<file path="config.mk">
export PLATFORM = sky130hd
export DESIGN_NAME = morse_character_keyer
export DESIGN_NICKNAME = d
export VERILOG_FILES = /design/src/rtl/mck_pkg.sv /design/src/rtl/mck_ctrl.sv /design/src/rtl/mck_dp.sv /design/src/rtl/morse_character_keyer.sv
export SDC_FILE = /design/constraint.sdc
export NUM_CORES = 1
export LEC_CHECK = 0
export ABC_CLOCK_PERIOD_IN_PS = 3700
export BUFFER_PORTS_ARGS = -buffer_cell sky130_fd_sc_hd__buf_2
export CORE_MARGIN = 5
export CORE_UTILIZATION = 50
export DETAILED_ROUTE_END_ITERATION = 8
export GPL_TIMING_DRIVEN = 0
export PLACE_DENSITY = 0.82
export SLEW_MARGIN = 10
export SYNTH_ARGS = -nofsm -noshare
export SYNTH_HDL_FRONTEND = slang
export SYNTH_SLANG_ARGS = --single-unit
</file>
<file path="constraint.sdc">
create_clock -name clk -period 3.7 [get_ports clk]
set_clock_uncertainty 0.1 [all_clocks]
set_input_delay 0.185 -clock clk [delete_from_list [all_inputs] [get_ports clk]]
set_output_delay 0.185 -clock clk [all_outputs]
set_load 0.01 [all_outputs]
</file>
<file path="src/rtl/mck_pkg.sv">
// shared types, constants and code lookup for the morse character keyer
package mck_pkg;

    localparam int CHAR_W = 8;
    localparam int DIT_W  = 11;
    localparam int DUR_W  = 13;
    localparam int CODE_W = 8;
    localparam int IDX_W  = 3;

    localparam logic [DIT_W-1:0] DIT_RESET = 11'd60;
    localparam logic [DIT_W-1:0] GAP_TRIM  = 11'd7;

    localparam int APB_ADDR_W = 3;
    localparam int APB_DATA_W = 32;
    localparam logic REG_IDX_DIT = 1'b0;

    // character codes
    localparam logic [CHAR_W-1:0] CH_LF     = 8'd10;
    localparam logic [CHAR_W-1:0] CH_CR     = 8'd13;
    localparam logic [CHAR_W-1:0] CH_EXCL   = 8'h21;
    localparam logic [CHAR_W-1:0] CH_QUOTE  = 8'h22;
    localparam logic [CHAR_W-1:0] CH_DOLLAR = 8'h24;
    localparam logic [CHAR_W-1:0] CH_APOS   = 8'h27;
    localparam logic [CHAR_W-1:0] CH_LPAREN = 8'h28;
    localparam logic [CHAR_W-1:0] CH_RPAREN = 8'h29;
    localparam logic [CHAR_W-1:0] CH_COMMA  = 8'h2C;
    localparam logic [CHAR_W-1:0] CH_MINUS  = 8'h2D;
    localparam logic [CHAR_W-1:0] CH_DOT    = 8'h2E;
    localparam logic [CHAR_W-1:0] CH_ZERO   = 8'h30;
    localparam logic [CHAR_W-1:0] CH_NINE   = 8'h39;
    localparam logic [CHAR_W-1:0] CH_COLON  = 8'h3A;
    localparam logic [CHAR_W-1:0] CH_SEMI   = 8'h3B;
    localparam logic [CHAR_W-1:0] CH_QUERY  = 8'h3F;
    localparam logic [CHAR_W-1:0] CH_AT     = 8'h40;
    localparam logic [CHAR_W-1:0] CH_UPPER_A = 8'h41;
    localparam logic [CHAR_W-1:0] CH_UPPER_Z = 8'h5A;
    localparam logic [CHAR_W-1:0] CH_UNDER  = 8'h5F;
    localparam logic [CHAR_W-1:0] CH_LOWER_A = 8'h61;
    localparam logic [CHAR_W-1:0] CH_LOWER_Z = 8'h7A;
    localparam logic [CHAR_W-1:0] CH_PARA   = 8'd182;

    localparam logic [CODE_W-1:0] LETTER_CODES [26] = '{
        8'h05, 8'h18, 8'h1A, 8'h0C, 8'h02, 8'h12, 8'h0E, 8'h10, 8'h04, 8'h17,
        8'h0D, 8'h14, 8'h07, 8'h06, 8'h0F, 8'h16, 8'h1D, 8'h0A, 8'h08, 8'h03,
        8'h09, 8'h11, 8'h0B, 8'h19, 8'h1B, 8'h1C
    };

    localparam logic [CODE_W-1:0] DIGIT_CODES [10] = '{
        8'h3F, 8'h2F, 8'h27, 8'h23, 8'h21, 8'h20, 8'h30, 8'h38, 8'h3C, 8'h3E
    };

    typedef struct packed {
        logic load_char;
        logic emit_pause;
        logic emit_first;
        logic emit_gap;
        logic emit_next;
    } cmd_t;

    typedef struct packed {
        logic code_zero;
        logic idx_zero;
    } status_t;

    typedef enum logic [4:0] {
        ST_IDLE  = 5'b00001,
        ST_LOAD  = 5'b00010,
        ST_MARK  = 5'b00100,
        ST_GAP   = 5'b01000,
        ST_PAUSE = 5'b10000
    } state_t;

    // code byte with start marker, zero for no code
    function automatic logic [CODE_W-1:0] code_for(input logic [CHAR_W-1:0] c);
        logic [4:0] letter_idx;
        logic [CODE_W-1:0] code;
        letter_idx = c[4:0] - 5'd1;
        code = '0;
        if (c inside {[CH_UPPER_A:CH_UPPER_Z], [CH_LOWER_A:CH_LOWER_Z]})
        begin
            code = LETTER_CODES[letter_idx];
        end
        else if (c inside {[CH_ZERO:CH_NINE]})
        begin
            code = DIGIT_CODES[c[3:0]];
        end
        else
        begin
            case (c)
                CH_LF, CH_CR, CH_EXCL: code = 8'h6B;
                CH_QUOTE:  code = 8'h52;
                CH_DOLLAR: code = 8'h89;
                CH_AT:     code = 8'h28;
                CH_APOS:   code = 8'h5E;
                CH_LPAREN: code = 8'h36;
                CH_RPAREN: code = 8'h6D;
                CH_COMMA:  code = 8'h73;
                CH_DOT:    code = 8'h55;
                CH_MINUS:  code = 8'h61;
                CH_COLON:  code = 8'h78;
                CH_SEMI:   code = 8'h6A;
                CH_QUERY:  code = 8'h4C;
                CH_UNDER:  code = 8'h4D;
                CH_PARA:   code = 8'h68;
                default:   code = '0;
            endcase
        end
        return code;
    endfunction

    // position of the start marker
    function automatic logic [IDX_W-1:0] marker_pos(input logic [CODE_W-1:0] code);
        logic [IDX_W-1:0] pos;
        pos = '0;
        for (int b = 1; b < CODE_W; b++)
        begin
            if (code[b])
            begin
                pos = IDX_W'(b);
            end
        end
        return pos;
    endfunction

endpackage

</file>
<file path="src/rtl/mck_ctrl.sv">
// keyer controller: sequences the intervals of one character
module mck_ctrl (
    input  logic             clk,
    input  logic             rst_n,
    input  logic             in_valid,
    output logic             in_ready,
    output logic             out_valid,
    input  logic             out_ready,
    input  mck_pkg::status_t status,
    output mck_pkg::cmd_t    cmd
);
    import mck_pkg::*;

    state_t state_reg;
    state_t state_next;
    logic   out_xfer;

    assign in_ready  = (state_reg == ST_IDLE);
    assign out_valid = (state_reg == ST_MARK) || (state_reg == ST_GAP) ||
                       (state_reg == ST_PAUSE);
    assign out_xfer  = out_valid && out_ready;

    always_comb
    begin
        state_next = state_reg;
        cmd        = '0;
        case (state_reg)
            ST_IDLE:
            begin
                if (in_valid)
                begin
                    cmd.load_char = 1'b1;
                    state_next    = ST_LOAD;
                end
            end
            ST_LOAD:
            begin
                if (status.code_zero)
                begin
                    cmd.emit_pause = 1'b1;
                    state_next     = ST_PAUSE;
                end
                else
                begin
                    cmd.emit_first = 1'b1;
                    state_next     = ST_MARK;
                end
            end
            ST_MARK:
            begin
                if (out_xfer)
                begin
                    cmd.emit_gap = 1'b1;
                    state_next   = ST_GAP;
                end
            end
            ST_GAP:
            begin
                if (out_xfer)
                begin
                    if (status.idx_zero)
                    begin
                        state_next = ST_IDLE;
                    end
                    else
                    begin
                        cmd.emit_next = 1'b1;
                        state_next    = ST_MARK;
                    end
                end
            end
            ST_PAUSE:
            begin
                if (out_xfer)
                begin
                    state_next = ST_IDLE;
                end
            end
            default:
            begin
                state_next = ST_IDLE;
            end
        endcase
    end

    always_ff @(posedge clk or negedge rst_n)
    begin
        if (!rst_n)
        begin
            state_reg <= ST_IDLE;
        end
        else
        begin
            state_reg <= state_next;
        end
    end

endmodule

</file>
<file path="src/rtl/mck_dp.sv">
// keyer datapath: code lookup, element index and interval output register
module mck_dp (
    input  logic                           clk,
    input  logic [mck_pkg::CHAR_W-1:0]     char_code,
    input  logic [mck_pkg::DIT_W-1:0]      dit_length_ms,
    input  mck_pkg::cmd_t                  cmd,
    output mck_pkg::status_t               status,
    output logic                           key_down,
    output logic [mck_pkg::DUR_W-1:0]      duration_ms,
    output logic                           last
);
    import mck_pkg::*;

    logic [CODE_W-1:0] code_reg;
    logic [DIT_W-1:0]  dit_reg;
    logic [IDX_W-1:0]  idx_reg;
    logic [IDX_W-1:0]  idx_next;
    logic              key_reg;
    logic [DUR_W-1:0]  dur_reg;
    logic              last_reg;

    logic [DUR_W-1:0]  dit_dur;
    logic [DUR_W-1:0]  dah_dur;
    logic [DUR_W-1:0]  pause_dur;
    logic [DUR_W-1:0]  gap_dur;
    logic [DUR_W-1:0]  mark_dur;

    assign dit_dur   = {2'b00, dit_reg};
    assign dah_dur   = {2'b00, dit_reg} + {1'b0, dit_reg, 1'b0};
    assign pause_dur = {dit_reg, 2'b00};
    assign gap_dur   = (dit_reg > GAP_TRIM) ? {2'b00, dit_reg - GAP_TRIM} : '0;

    // element to send next
    assign idx_next = cmd.emit_first ? (marker_pos(code_reg) - IDX_W'(1))
                                     : (idx_reg - IDX_W'(1));
    assign mark_dur = code_reg[idx_next] ? dah_dur : dit_dur;

    assign status.code_zero = (code_reg == '0);
    assign status.idx_zero  = (idx_reg == '0);

    always_ff @(posedge clk)
    begin
        if (cmd.load_char)
        begin
            code_reg <= code_for(char_code);
            dit_reg  <= dit_length_ms;
        end
        if (cmd.emit_pause)
        begin
            key_reg  <= 1'b0;
            dur_reg  <= pause_dur;
            last_reg <= 1'b1;
        end
        if (cmd.emit_first || cmd.emit_next)
        begin
            idx_reg  <= idx_next;
            key_reg  <= 1'b1;
            dur_reg  <= mark_dur;
            last_reg <= 1'b0;
        end
        if (cmd.emit_gap)
        begin
            key_reg  <= 1'b0;
            dur_reg  <= (idx_reg == '0) ? dah_dur : gap_dur;
            last_reg <= (idx_reg == '0);
        end
    end

    assign key_down    = key_reg;
    assign duration_ms = dur_reg;
    assign last        = last_reg;

endmodule

</file>
<file path="src/rtl/morse_character_keyer.sv">
// morse character keyer top level with register port
// One character is taken on the input channel while the block is idle and
// comes out as its Morse intervals, mark then gap for each element, the
// final gap flagged by last; space and characters without a code give one
// four-dit pause. A coded character has at most 7 elements; the
// controller walks one element at a time through the single output
// register, and the next character is taken once the last interval has
// been transferred. The dit length is sampled when a character is taken.
module morse_character_keyer (
    input  logic                              clk,
    input  logic                              rst_n,
    input  logic                              psel,
    input  logic                              penable,
    input  logic                              pwrite,
    input  logic [mck_pkg::APB_ADDR_W-1:0]    paddr,
    input  logic [mck_pkg::APB_DATA_W-1:0]    pwdata,
    output logic [mck_pkg::APB_DATA_W-1:0]    prdata,
    output logic                              pready,
    input  logic [mck_pkg::CHAR_W-1:0]        char_code,
    input  logic                              in_valid,
    output logic                              in_ready,
    output logic                              key_down,
    output logic [mck_pkg::DUR_W-1:0]         duration_ms,
    output logic                              last,
    output logic                              out_valid,
    input  logic                              out_ready
);
    import mck_pkg::*;

    logic [DIT_W-1:0] dit_reg;
    logic             reg_idx;
    cmd_t             cmd;
    status_t          status;

    assign pready  = 1'b1;
    assign reg_idx = paddr[APB_ADDR_W-1];

    always_ff @(posedge clk or negedge rst_n)
    begin
        if (!rst_n)
        begin
            dit_reg <= DIT_RESET;
        end
        else if (psel && penable && pwrite && (reg_idx == REG_IDX_DIT))
        begin
            dit_reg <= pwdata[DIT_W-1:0];
        end
    end

    assign prdata = (reg_idx == REG_IDX_DIT) ?
                    {{(APB_DATA_W-DIT_W){1'b0}}, dit_reg} : '0;

    mck_ctrl u_ctrl (
        .clk       (clk),
        .rst_n     (rst_n),
        .in_valid  (in_valid),
        .in_ready  (in_ready),
        .out_valid (out_valid),
        .out_ready (out_ready),
        .status    (status),
        .cmd       (cmd)
    );

    mck_dp u_dp (
        .clk           (clk),
        .char_code     (char_code),
        .dit_length_ms (dit_reg),
        .cmd           (cmd),
        .status        (status),
        .key_down      (key_down),
        .duration_ms   (duration_ms),
        .last          (last)
    );

endmodule

</file>
### After elaboration in Yosys (flattened, before gate mapping)

Memories as Yosys holds them, arrays and structs flattened.
Index checks and enable logic that the tools add are counted.

| cells by class | value |
|---|---|
| add/sub/neg operators | 5 |
| magnitude comparators | 10 |
| eq/ne operators | 26 |
| mux-type cells | 46 |
| bitwise gates (word level) | 3 |
| reductions and logical operators | 17 |

Operators by type and width:

| operator | count |
|---|---|
| 8-bit one-hot mux with 15 select lines | 1 |
| 8-bit by 6-bit == test with 1-bit output (second input constant) | 12 |
| 13-bit two-way mux | 5 |
| 8-bit two-way mux | 6 |
| 5-bit two-way mux | 5 |
| 5-bit one-hot mux with 5 select lines | 1 |
| 11-bit two-way mux | 2 |
| 3-bit two-way mux | 6 |
| 8-bit by 4-bit == test with 1-bit output (second input constant) | 2 |
| 8-bit by 7-bit == test with 1-bit output (second input constant) | 2 |
| 8-bit by 7-bit greater-or-equal comparator with 1-bit output (second input constant) | 2 |
| 8-bit by 7-bit less-or-equal comparator with 1-bit output (second input constant) | 2 |
| 1-bit two-way mux | 16 |
| 11-bit by 12-bit adder with 13-bit output | 1 |
| 11-bit by 3-bit greater-than comparator with 1-bit output (second input constant) | 1 |
| 11-bit by 3-bit subtractor with 11-bit output (second input constant) | 1 |
| 8-bit == test (second input constant) | 1 |
| 8-bit by 6-bit greater-or-equal comparator with 1-bit output (second input constant) | 1 |
| 8-bit by 6-bit less-or-equal comparator with 1-bit output (second input constant) | 1 |
| 8-bit logical NOT | 1 |
| 1-bit logical AND | 7 |
| 6-bit greater-or-equal comparator (second input constant) | 1 |
| 2-bit two-way mux | 3 |
| 2-bit by 1-bit inequality test with 1-bit output (second input constant) | 3 |
| other kinds (20) | 24 |

| storage, ports and cells | value |
|---|---|
| register bits | 53 |
| bits in read-only memories | 384 |
| input port bits | 50 |
| output and inout bits | 50 |
| logic and storage cells | 117 |
| memories | 2 |

Memory list:

| memory | words | width | read ports | clocked after Yosys merged registers in | wr ports | line | RTL |
|---|---|---|---|---|---|---|---|
| (name not given) | 32 | 8 | 1 | 0 | 0 | mck_pkg.sv:81 | `code = LETTER_CODES[letter_idx];` |
| (name not given) | 16 | 8 | 1 | 0 | 0 | mck_pkg.sv:85 | `code = DIGIT_CODES[c[3:0]];` |

### Longest topological paths before layout

Gate-level depths: netlist of run 1.

| logic depth | value |
|---|---|
| word-level depth | 14 |
| gate-level depth with buffers | 13 |
| depth with buffers taken out | 12 |

### Hierarchy

Synthesis of run 1 repeated with hierarchy kept, for this count alone.

| unflattened totals | value |
|---|---|
| cell total of the unflattened synthesis | 501 |
| area, all modules | 4,513.1 um2 |

Modules (own cells, without submodules):

| module | times used | cells each | area each (um2) | sequential area each (um2) |
|---|---|---|---|---|
| mck_dp | 1 | 400 | 3,402.0 | 1,101.1 |
| morse_character_keyer | 1 | 60 | 723.2 | 280.3 |
| mck_ctrl | 1 | 41 | 387.9 | 126.4 |

### Worst setup path before layout of run 1

Ideal clock, no wire load.

| path | value |
|---|---|
| kind | flip-flop to flip-flop |
| start point | register u_ctrl.state_reg[3] |
| end point | register u_dp.dur_reg[10] (netlist: u_dp.duration_ms[10]) (data pin) |
| library setup time | 0.261 ns |
| data arrival time | 3.146 ns |
| required time | 3.339 ns |
| path slack | 0.193 ns |
| stages on the path, launching flop included | 13 |
| path buffers | 1 |
| cell sequence | dfrtp_1 buf_6 nor3_1 o211ai_2 or4_2 o21ai_0 ha_1 inv_1 nor2_1 a32o_1 nor3_1 a211oi_4 a221o_1 |

| between the ends | value |
|---|---|
| elaborated cells between the ends (all ways) | 19 |
| classes of those cells | 4 x eq/ne; 11 x mux; 4 x reduce/logical |

RTL lines:

| element | line | RTL |
|---|---|---|
| from (decl) | mck_ctrl.sv:14 | `state_t state_reg;` |
| from (signal assigned) | mck_ctrl.sv:94 | `state_reg <= state_next;` |
| 5-bit by 2-bit == test with 1-bit output | mck_ctrl.sv:27 | `case (state_reg)` |
| 2-bit two-way mux | mck_ctrl.sv:27 |  |
| 3-bit two-way mux | mck_dp.sv:34 | `assign idx_next = cmd.emit_first ? (marker_pos(code_reg) - IDX_W'(1))` |
| named net u_dp.idx_next[1] | mck_dp.sv:17 | `logic [IDX_W-1:0] idx_next;` |
| 1-bit binary-select mux with 3-bit select | mck_dp.sv:36 | `assign mark_dur = code_reg[idx_next] ? dah_dur : dit_dur;` |
| 1-bit two-way mux (not written as such) | mck_dp.sv:36 |  |
| 13-bit two-way mux | mck_dp.sv:36 |  |
| 13-bit two-way mux | mck_dp.sv:54 | `if (cmd.emit_first \|\| cmd.emit_next)` |
| 13-bit two-way mux | mck_dp.sv:61 | `if (cmd.emit_gap)` |
| to (signal assigned) | mck_dp.sv:51 | `dur_reg <= pause_dur;` |
| to (signal assigned) | mck_dp.sv:58 | `dur_reg <= mark_dur;` |
| to (signal assigned) | mck_dp.sv:64 | `dur_reg <= (idx_reg == '0) ? dah_dur : gap_dur;` |
| to (decl) | mck_dp.sv:19 | `logic [DUR_W-1:0] dur_reg;` |

The timed path passes the listed nets, and every way through them passes these cells. The select of a mux whose other input is x is not followed.
A chain may end at the register's enable or synchronous reset.

### Worst setup path in the final report of run 1

| path | value |
|---|---|
| start point | register u_dp.code_reg[4] |
| end point | register u_dp.dur_reg[6] (netlist: u_dp.duration_ms[6]) (data pin) |

| between the ends | value |
|---|---|
| longest elaborated chain between the ends | 11 |
| elaborated cells between the ends (all ways) | 15 |
| classes of those cells | 1 x add/sub; 12 x mux; 2 x reduce/logical |

Ends and longest elaborated chain:

| element | line | RTL |
|---|---|---|
| from (decl) | mck_dp.sv:14 | `logic [CODE_W-1:0] code_reg;` |
| from (signal assigned) | mck_dp.sv:45 | `code_reg <= code_for(char_code);` |
| 3-bit two-way mux (4 in series) | mck_pkg.sv:117 | `if (code[b])` |
| 3-bit by 1-bit subtractor with 3-bit output | mck_dp.sv:34 |  |
| 3-bit two-way mux * | mck_dp.sv:34 |  |
| named net u_dp.idx_next[0] | mck_dp.sv:17 |  |
| 1-bit binary-select mux with 3-bit select * | mck_dp.sv:36 |  |
| 1-bit two-way mux (not written as such) * | mck_dp.sv:36 |  |
| 13-bit two-way mux * | mck_dp.sv:36 |  |
| 13-bit two-way mux * | mck_dp.sv:54 |  |
| 13-bit two-way mux * | mck_dp.sv:61 |  |

Mark *: on every way through the listed nets, which the timed path passes. The rest lies on a longest branch. The select of a mux whose other input is x is not followed.

==> impl_metrics.tcl, run 1 <==
set metrics [dict create \
    diodes 0 \
    clock-sinks 53 \
    dp_cells 651 \
    max_slew_margin 0.402 \
    finalSetupViolCount 0 \
    h-tree-depth 2 \
    place_congestion 0.918 \
    yosys.area_share.simple 0.189 \
    grt_max_degree 20 \
    route.detailed.drc 0 \
    synth_xor_area_frac 0.0347 \
    rows 33 \
    layout_min_cycle_time_ps 3440 \
    worstRegToRegCells 12 \
    worstSetupStartpointType "flip-flop" \
    cp.required_ps 3660 \
    crit_slowest_cell "or4_1" \
    clk_pin_slew_ps 110 \
    utilization 0.601 \
    drv_slew 0 \
    area_growth_syn_to_layout_pct 16.0 \
    layout-drive-gt1-share 0.227 \
    antenna_found_initial 0 \
    synth_compound_area_frac 0.213 \
    synth_ff_type "edfxtp_1" \
    status "finished, final reports clean" \
    worstPathMaxFanout 9 \
    finalCritPeriodShare 0.930 \
    via_per_inst 5.83 \
    hold_class "input port to flip-flop" \
    grt_overflow 0 \
    synthMuxAreaShare 0.0416 \
    crit_path_start "u_dp.code_reg[4]$_DFFE_PP_" \
    ys_seq_elements 53 \
    cts-root-buf "clkbuf_8" \
    grt_pass1_wl_um 17300 \
    drt_iter0_drc 286 \
    grt_pass1_vias 3815 \
    cts_buffers 5 \
    wl_um 10800 \
    synth.distinct_cells 77 \
    die-area_um2 10500 \
    netlist_instances 474 \
    synth_edf_count 36 \
    async_flop_share 0.302 \
    max_stage_delay_ps 600 \
    fmax_ghz 0.291 \
    irDropWorstVdd_mv 0.245 \
    cts_tree "built" \
    synth_fa_ha_area_frac 0.0804 \
    worstMarginPinSlew_ps 890 \
    dr.pass1.iters 5 \
    pre_cts_ws_ps -102 \
    grtUsageTotal 0.203 \
    layout_commonest_cell "buf_2" \
    r2r_start "u_dp.code_reg[4]$_DFFE_PP_" \
    arrival_ps 3400 \
    clk_latency_ps 320 \
    place.port_buffers 52 \
    critical_path_class "flip-flop to flip-flop" \
    dp_hpwl_um 8240 \
    r2r_end "u_dp.duration_ms[6]$_DFFE_PP_" \
    dieHeight_um 103 \
    grt_setup_unrepaired "false" \
    cts_buffer_depth 2 \
    cap_violations 0 \
    vias 3893 \
    endpoint "u_dp.duration_ms[6]$_DFFE_PP_" \
    die_w_um 103 \
    core_area_um2 8300 \
    yosys_warnings 0 \
    setup_ws_ps 259 \
    synth_top_family_by_area "compound AO/OA/AOI/OAI gates" \
    power_density_nw_per_um2 566 \
    post_drt_wl_per_cell_um 16.1 \
    p_leak_nw 2.15 \
    yosysSeqAreaShare 0.351 \
    instances_no_fill 668 \
    drtAntennaViolNets 0 \
    hold_start "pwdata[3]" \
    r2r_slack_ps 260 \
    path_cells "or4_1 > o211ai_2 > nand2_2 > and2_4 > ha_1 > inv_2 > nor2_1 > a32o_2 > nor3_4 > a211oi_4 > a222oi_1 > o31ai_1" \
    syn_area_um2 4300 \
    nNetsFinal 639 \
    largest_reg_flops 13 \
    critPathCaptureType "flip-flop" \
    start_util 0.518 \
    final_cell_mix "53 x buf_2, 41 x nand2_1, 36 x edfxtp_1" \
    io_pins 100 \
    hold_violations 0 \
    tns_ps 0 \
    syn_avg_cell_area_um2 9.06 \
]
[cells by family after synthesis]
family / count (synthesis)
simple gates: 159
compound gates: 131
buf+inv: 70
flops: 53
fa+ha+maj: 27
xor+xnor: 17
mux: 15
other cells: 2
[critical path, delay by kind of cell, from the launching register on]
kind / cells / cell delay, ps
AOI/OAI and AO/OA: 5 / 1010
buffers and inverters: 1 / 100
and+or+nand+nor: 5 / 1200
DFF: 1 / 470
adders and majority gates: 1 / 320
[cells in the mapped netlist (3+ instances only)]
library cell | count | area share
a211oi_1 | 3 | 0.0052
a21boi_0 | 3 | 0.0052
a21o_1 | 4 | 0.0070
a21oi_1 | 26 | 0.030
a221oi_1 | 3 | 0.0061
a222oi_1 | 7 | 0.016
a22o_1 | 5 | 0.010
a22oi_1 | 3 | 0.0052
a31oi_1 | 5 | 0.0073
and2_1 | 5 | 0.0073
and3_1 | 6 | 0.0087
buf_1 | 3 | 0.0026
buf_4 | 23 | 0.040
buf_6 | 4 | 0.010
clkbuf_1 | 13 | 0.011
dfrtp_1 | 11 | 0.064
dfstp_2 | 5 | 0.031
edfxtp_1 | 36 | 0.25
ha_1 | 26 | 0.076
inv_1 | 25 | 0.022
mux2_2 | 13 | 0.034
nand2_1 | 41 | 0.036
nand2b_1 | 5 | 0.0073
nand3_1 | 9 | 0.010
nor2_1 | 30 | 0.026
nor2b_1 | 18 | 0.026
nor3_1 | 17 | 0.020
nor4_1 | 5 | 0.0073
o2111ai_1 | 3 | 0.0061
o21ai_0 | 31 | 0.036
o22ai_1 | 4 | 0.0058
o31a_1 | 3 | 0.0061
o31ai_1 | 5 | 0.0087
o32ai_1 | 3 | 0.0061
or2_2 | 3 | 0.0044
or3_1 | 3 | 0.0044
or4_1 | 3 | 0.0052
xnor2_1 | 10 | 0.020
xor2_1 | 7 | 0.014
[stage by stage]
stage	hold slack [ps]	power [mW]	cell area [um2]
finish	4.61	2.82	4980
global route	3.15	3.02	4980
CTS	0.680	2.76	4930
detailed placement	40.7	2.40	4760
global placement	33.1	2.34	4760
floorplan	-211	2.04	4370
[report_power, final]
part | total (mW) | internal [mW] | switching, mW
Clock | 0.344 | 0.138 | 0.206
Sequential | 1.01 | 0.870 | 0.140
Combinational | 1.46 | 0.621 | 0.844
[worst min-delay path by stage]
| stage | cells after the start | endpoint |
|---|---|---|
| 6_report | 2 | dit_reg[3]$_DFFE_PN1P_ |
| 5_1_grt | 2 | dit_reg[10]$_DFFE_PN0P_ |
| 4_1_cts | 2 | dit_reg[0]$_DFFE_PN0P_ |
| 3_5_place_dp | 1 | dit_reg[9]$_DFFE_PN0P_ |
| 3_3_place_gp | 1 | dit_reg[10]$_DFFE_PN0P_ |
| 2_1_floorplan | 0 | dit_reg[0]$_DFFE_PN0P_ |
[area by class of cell]
| cell class | count | area (um2) |
|---|---|---|
| Clock buffer | 5 | 68.8 |
| Inverter | 26 | 97.6 |
| Sequential cell | 53 | 1510 |
| Clock inverter | 3 | 26.3 |
| Multi-Input combinational cell | 371 | 2520 |
| Fill cell | 705 | 3310 |
| Timing Repair Buffer | 61 | 348 |
| Tap cell | 105 | 131 |
| Buffer | 44 | 283 |
[routing by layer]
layer,wire [um],share of wire,vias to the layer above,GRT usage
met5,0,0,-,0
met4,332,0.031,0,0.0868
met3,840,0.078,35,0.0372
met2,5240,0.49,192,0.345
met1,4360,0.40,1785,0.252
li1,-,-,1881,-
[timing repair]
item,4_1_cts,5_1_grt
gates resized for setup,1,8
pin swaps,0,1
hold buffers,7,1
hold endpoints to repair,17,1
buffers inserted,0,1
setup endpoints to repair,7,12
Power figures use the tool's default switching activity.
==> run 2, diff against run 1 <==
Settings changed: CORE_MARGIN 5 to default.
==> run 2 against run 1 <==
Compared with the run above:
- sequential power hardly changed
- worst setup slack worse by 61 ps
- non-clock buffer count is 4 lower
- combinational power hardly changed
- hold slack better by 1.3 ps
- power is 2.0% higher
- clock-buffer cell count is 2 higher
- highest routed layer unchanged
==> impl_metrics.tcl, run 2 (same netlist as run 1, synthesis figures left out) <==
set metrics [dict create \
    clk_latency_ps 310 \
    worstHoldPathCells 2 \
    dr.pass1.iters 6 \
    clk_pin_slew_ps 100 \
    instances_no_fill 664 \
    r2r_slack_ps 200 \
    dp_hpwl_um 7880 \
    grt_overflow 0 \
    cts_buffers 5 \
    utilization 0.601 \
    cts_tree "built" \
    largest_reg_flops 13 \
    max_stage_delay_ps 630 \
    crit_family "simple AND/OR/NAND/NOR gates" \
    critPathCaptureType "flip-flop" \
    cts-root-buf "clkbuf_8" \
    seq_area_um2 1510 \
    grt_pass1_vias 3534 \
    via_per_inst 5.89 \
    timing.hold.ws_ps 5.96 \
    arrival_ps 3440 \
    r2r_start "u_ctrl.state_reg[2]$_DFFE_PN0P_" \
    diodes 0 \
    r2r_end "u_dp.duration_ms[5]$_DFFE_PP_" \
    placed_cell_area_um2 4760 \
    layout_min_cycle_time_ps 3500 \
    status "finished, final reports clean" \
    start_util 0.520 \
    finalSetupViolCount 0 \
    power_density_nw_per_um2 579 \
    core_area_um2 8260 \
    area_growth_syn_to_layout_pct 15.5 \
    worstPathMaxFanout 9 \
    multiInputGateArea_um2 2520 \
    hold_start "pwdata[4]" \
    grt_max_degree 20 \
    drtAntennaViolNets 0 \
    place_congestion 0.906 \
    vias 3908 \
    place.port_buffers 52 \
    hold_class "input port to flip-flop" \
    worstSetupStartpointType "flip-flop" \
    crit_slowest_cell "or4_2" \
    irDropWorstVdd_mv 0.287 \
    grtUsageTotal 0.244 \
    crit_top_cell "nor3_4" \
    grt_pass1_wl_um 17200 \
    grt_setup_unrepaired "false" \
    worstMarginPinSlew_ps 921 \
    rows 33 \
    max_slew_margin 0.381 \
    layout_commonest_cell "buf_2" \
    nNetsFinal 635 \
    holdPathEnd "dit_reg[4]$_DFFE_PN1P_" \
    path_cells "buf_4 > nor3_4 > o211ai_2 > or4_2 > o21ai_0 > ha_1 > inv_2 > nor2_1 > a32o_2 > nor3_4 > a211oi_4 > a222oi_1 > nand2_1" \
    io_pins 100 \
    cts_buffer_depth 2 \
    dieHeight_um 94.7 \
    critPathBufInv 2 \
    cp.required_ps 3630 \
    worstRegToRegCells 13 \
    drt_iter0_drc 245 \
    total_power_mw 2.88 \
    route.detailed.drc 0 \
    cap_violations 0 \
    die-area_um2 8970 \
    drv_slew 0 \
    critical_path_class "flip-flop to flip-flop" \
    layout-drive-gt1-share 0.231 \
    die_w_um 94.7 \
    post_drt_wl_per_cell_um 16.0 \
    final_cell_mix "53 x buf_2, 41 x nand2_1, 36 x edfxtp_1" \
    fin_area_um2 4960 \
    finalCritPeriodShare 0.946 \
    wl_um 10700 \
    antenna_found_initial 0 \
    clock-sinks 53 \
    h-tree-depth 2 \
    hold_violations 0 \
    dp_cells 651 \
    fmax_ghz 0.286 \
    nFillCells 715 \
    p_leak_nw 2.14 \
]
==> run 2: worst max path at each step <==
stage / from / to / cells after the start
finish: u_ctrl.state_reg[2]$_DFFE_PN0P_ / u_dp.duration_ms[5]$_DFFE_PP_ / 13
global route: u_ctrl.state_reg[2]$_DFFE_PN0P_ / u_dp.duration_ms[5]$_DFFE_PP_ / 13
CTS: u_ctrl.state_reg[3]$_DFFE_PN0P_ / u_dp.duration_ms[4]$_DFFE_PP_ / 13
detailed placement: u_ctrl.state_reg[3]$_DFFE_PN0P_ / u_dp.duration_ms[4]$_DFFE_PP_ / 13
global placement: u_ctrl.state_reg[3]$_DFFE_PN0P_ / u_dp.duration_ms[6]$_DFFE_PP_ / 13
floorplan: u_ctrl.state_reg[3]$_DFFE_PN0P_ / u_dp.duration_ms[10]$_DFFE_PP_ / 12
==> run 2: layout make-up <==
type | instances | share of cell area
plain buffers | 44 | 0.0570
well taps | 105 | 0.0265
repair buffers | 57 | 0.0620
inverters | 26 | 0.0197
multi-input cells | 371 | 0.508
clock inverters | 1 | 0.00126
clock buffers | 7 | 0.0217
flip-flops and latches | 53 | 0.304
==> run 2: routing by layer <==
metal	up-vias	wire, um	track usage
li1	1874	-	-
met1	1814	4460	0.331
met2	202	5220	0.401
met3	18	763	0.0386
met4	0	202	0.0707
met5	-	0	0
==> run 2: per-stage QoR <==
| step | worst slack [ps] | setup TNS (ps) |
|---|---|---|
| floorplan | 193 | 0 |
| global placement | -49.8 | -175 |
| detailed placement | -85.3 | -491 |
| CTS | 55.5 | 0 |
| global route | 7.44 | 0 |
| finish | 198 | 0 |
==> run 2: repair_timing <==
item                       in CTS  in global routing
hold buffers                    2                  2
resized for setup               2                  8
setup endpoints to repair       8                 11
hold endpoints to repair       12                  2
buffers inserted                0                  1
pin swaps                       0                  5
==> run 2: report_power, final <==
| part | total [mW] | leakage [nW] | switching [mW] | internal, mW |
|---|---|---|---|---|
| clock | 0.382 | 0.0599 | 0.188 | 0.194 |
| sequential | 1.02 | 0.534 | 0.145 | 0.870 |
| combinational | 1.48 | 1.55 | 0.857 | 0.622 |
==> run 2: worst register-to-register path, delay by kind of cell, from the launching register on <==
family | cells | cell delay (ps)
buffers and inverters | 2 | 280
adder cells (fa/ha/maj) | 1 | 280
AND/OR/NAND/NOR | 5 | 1220
flip-flops | 1 | 370
AO/OA/AOI/OAI | 5 | 990
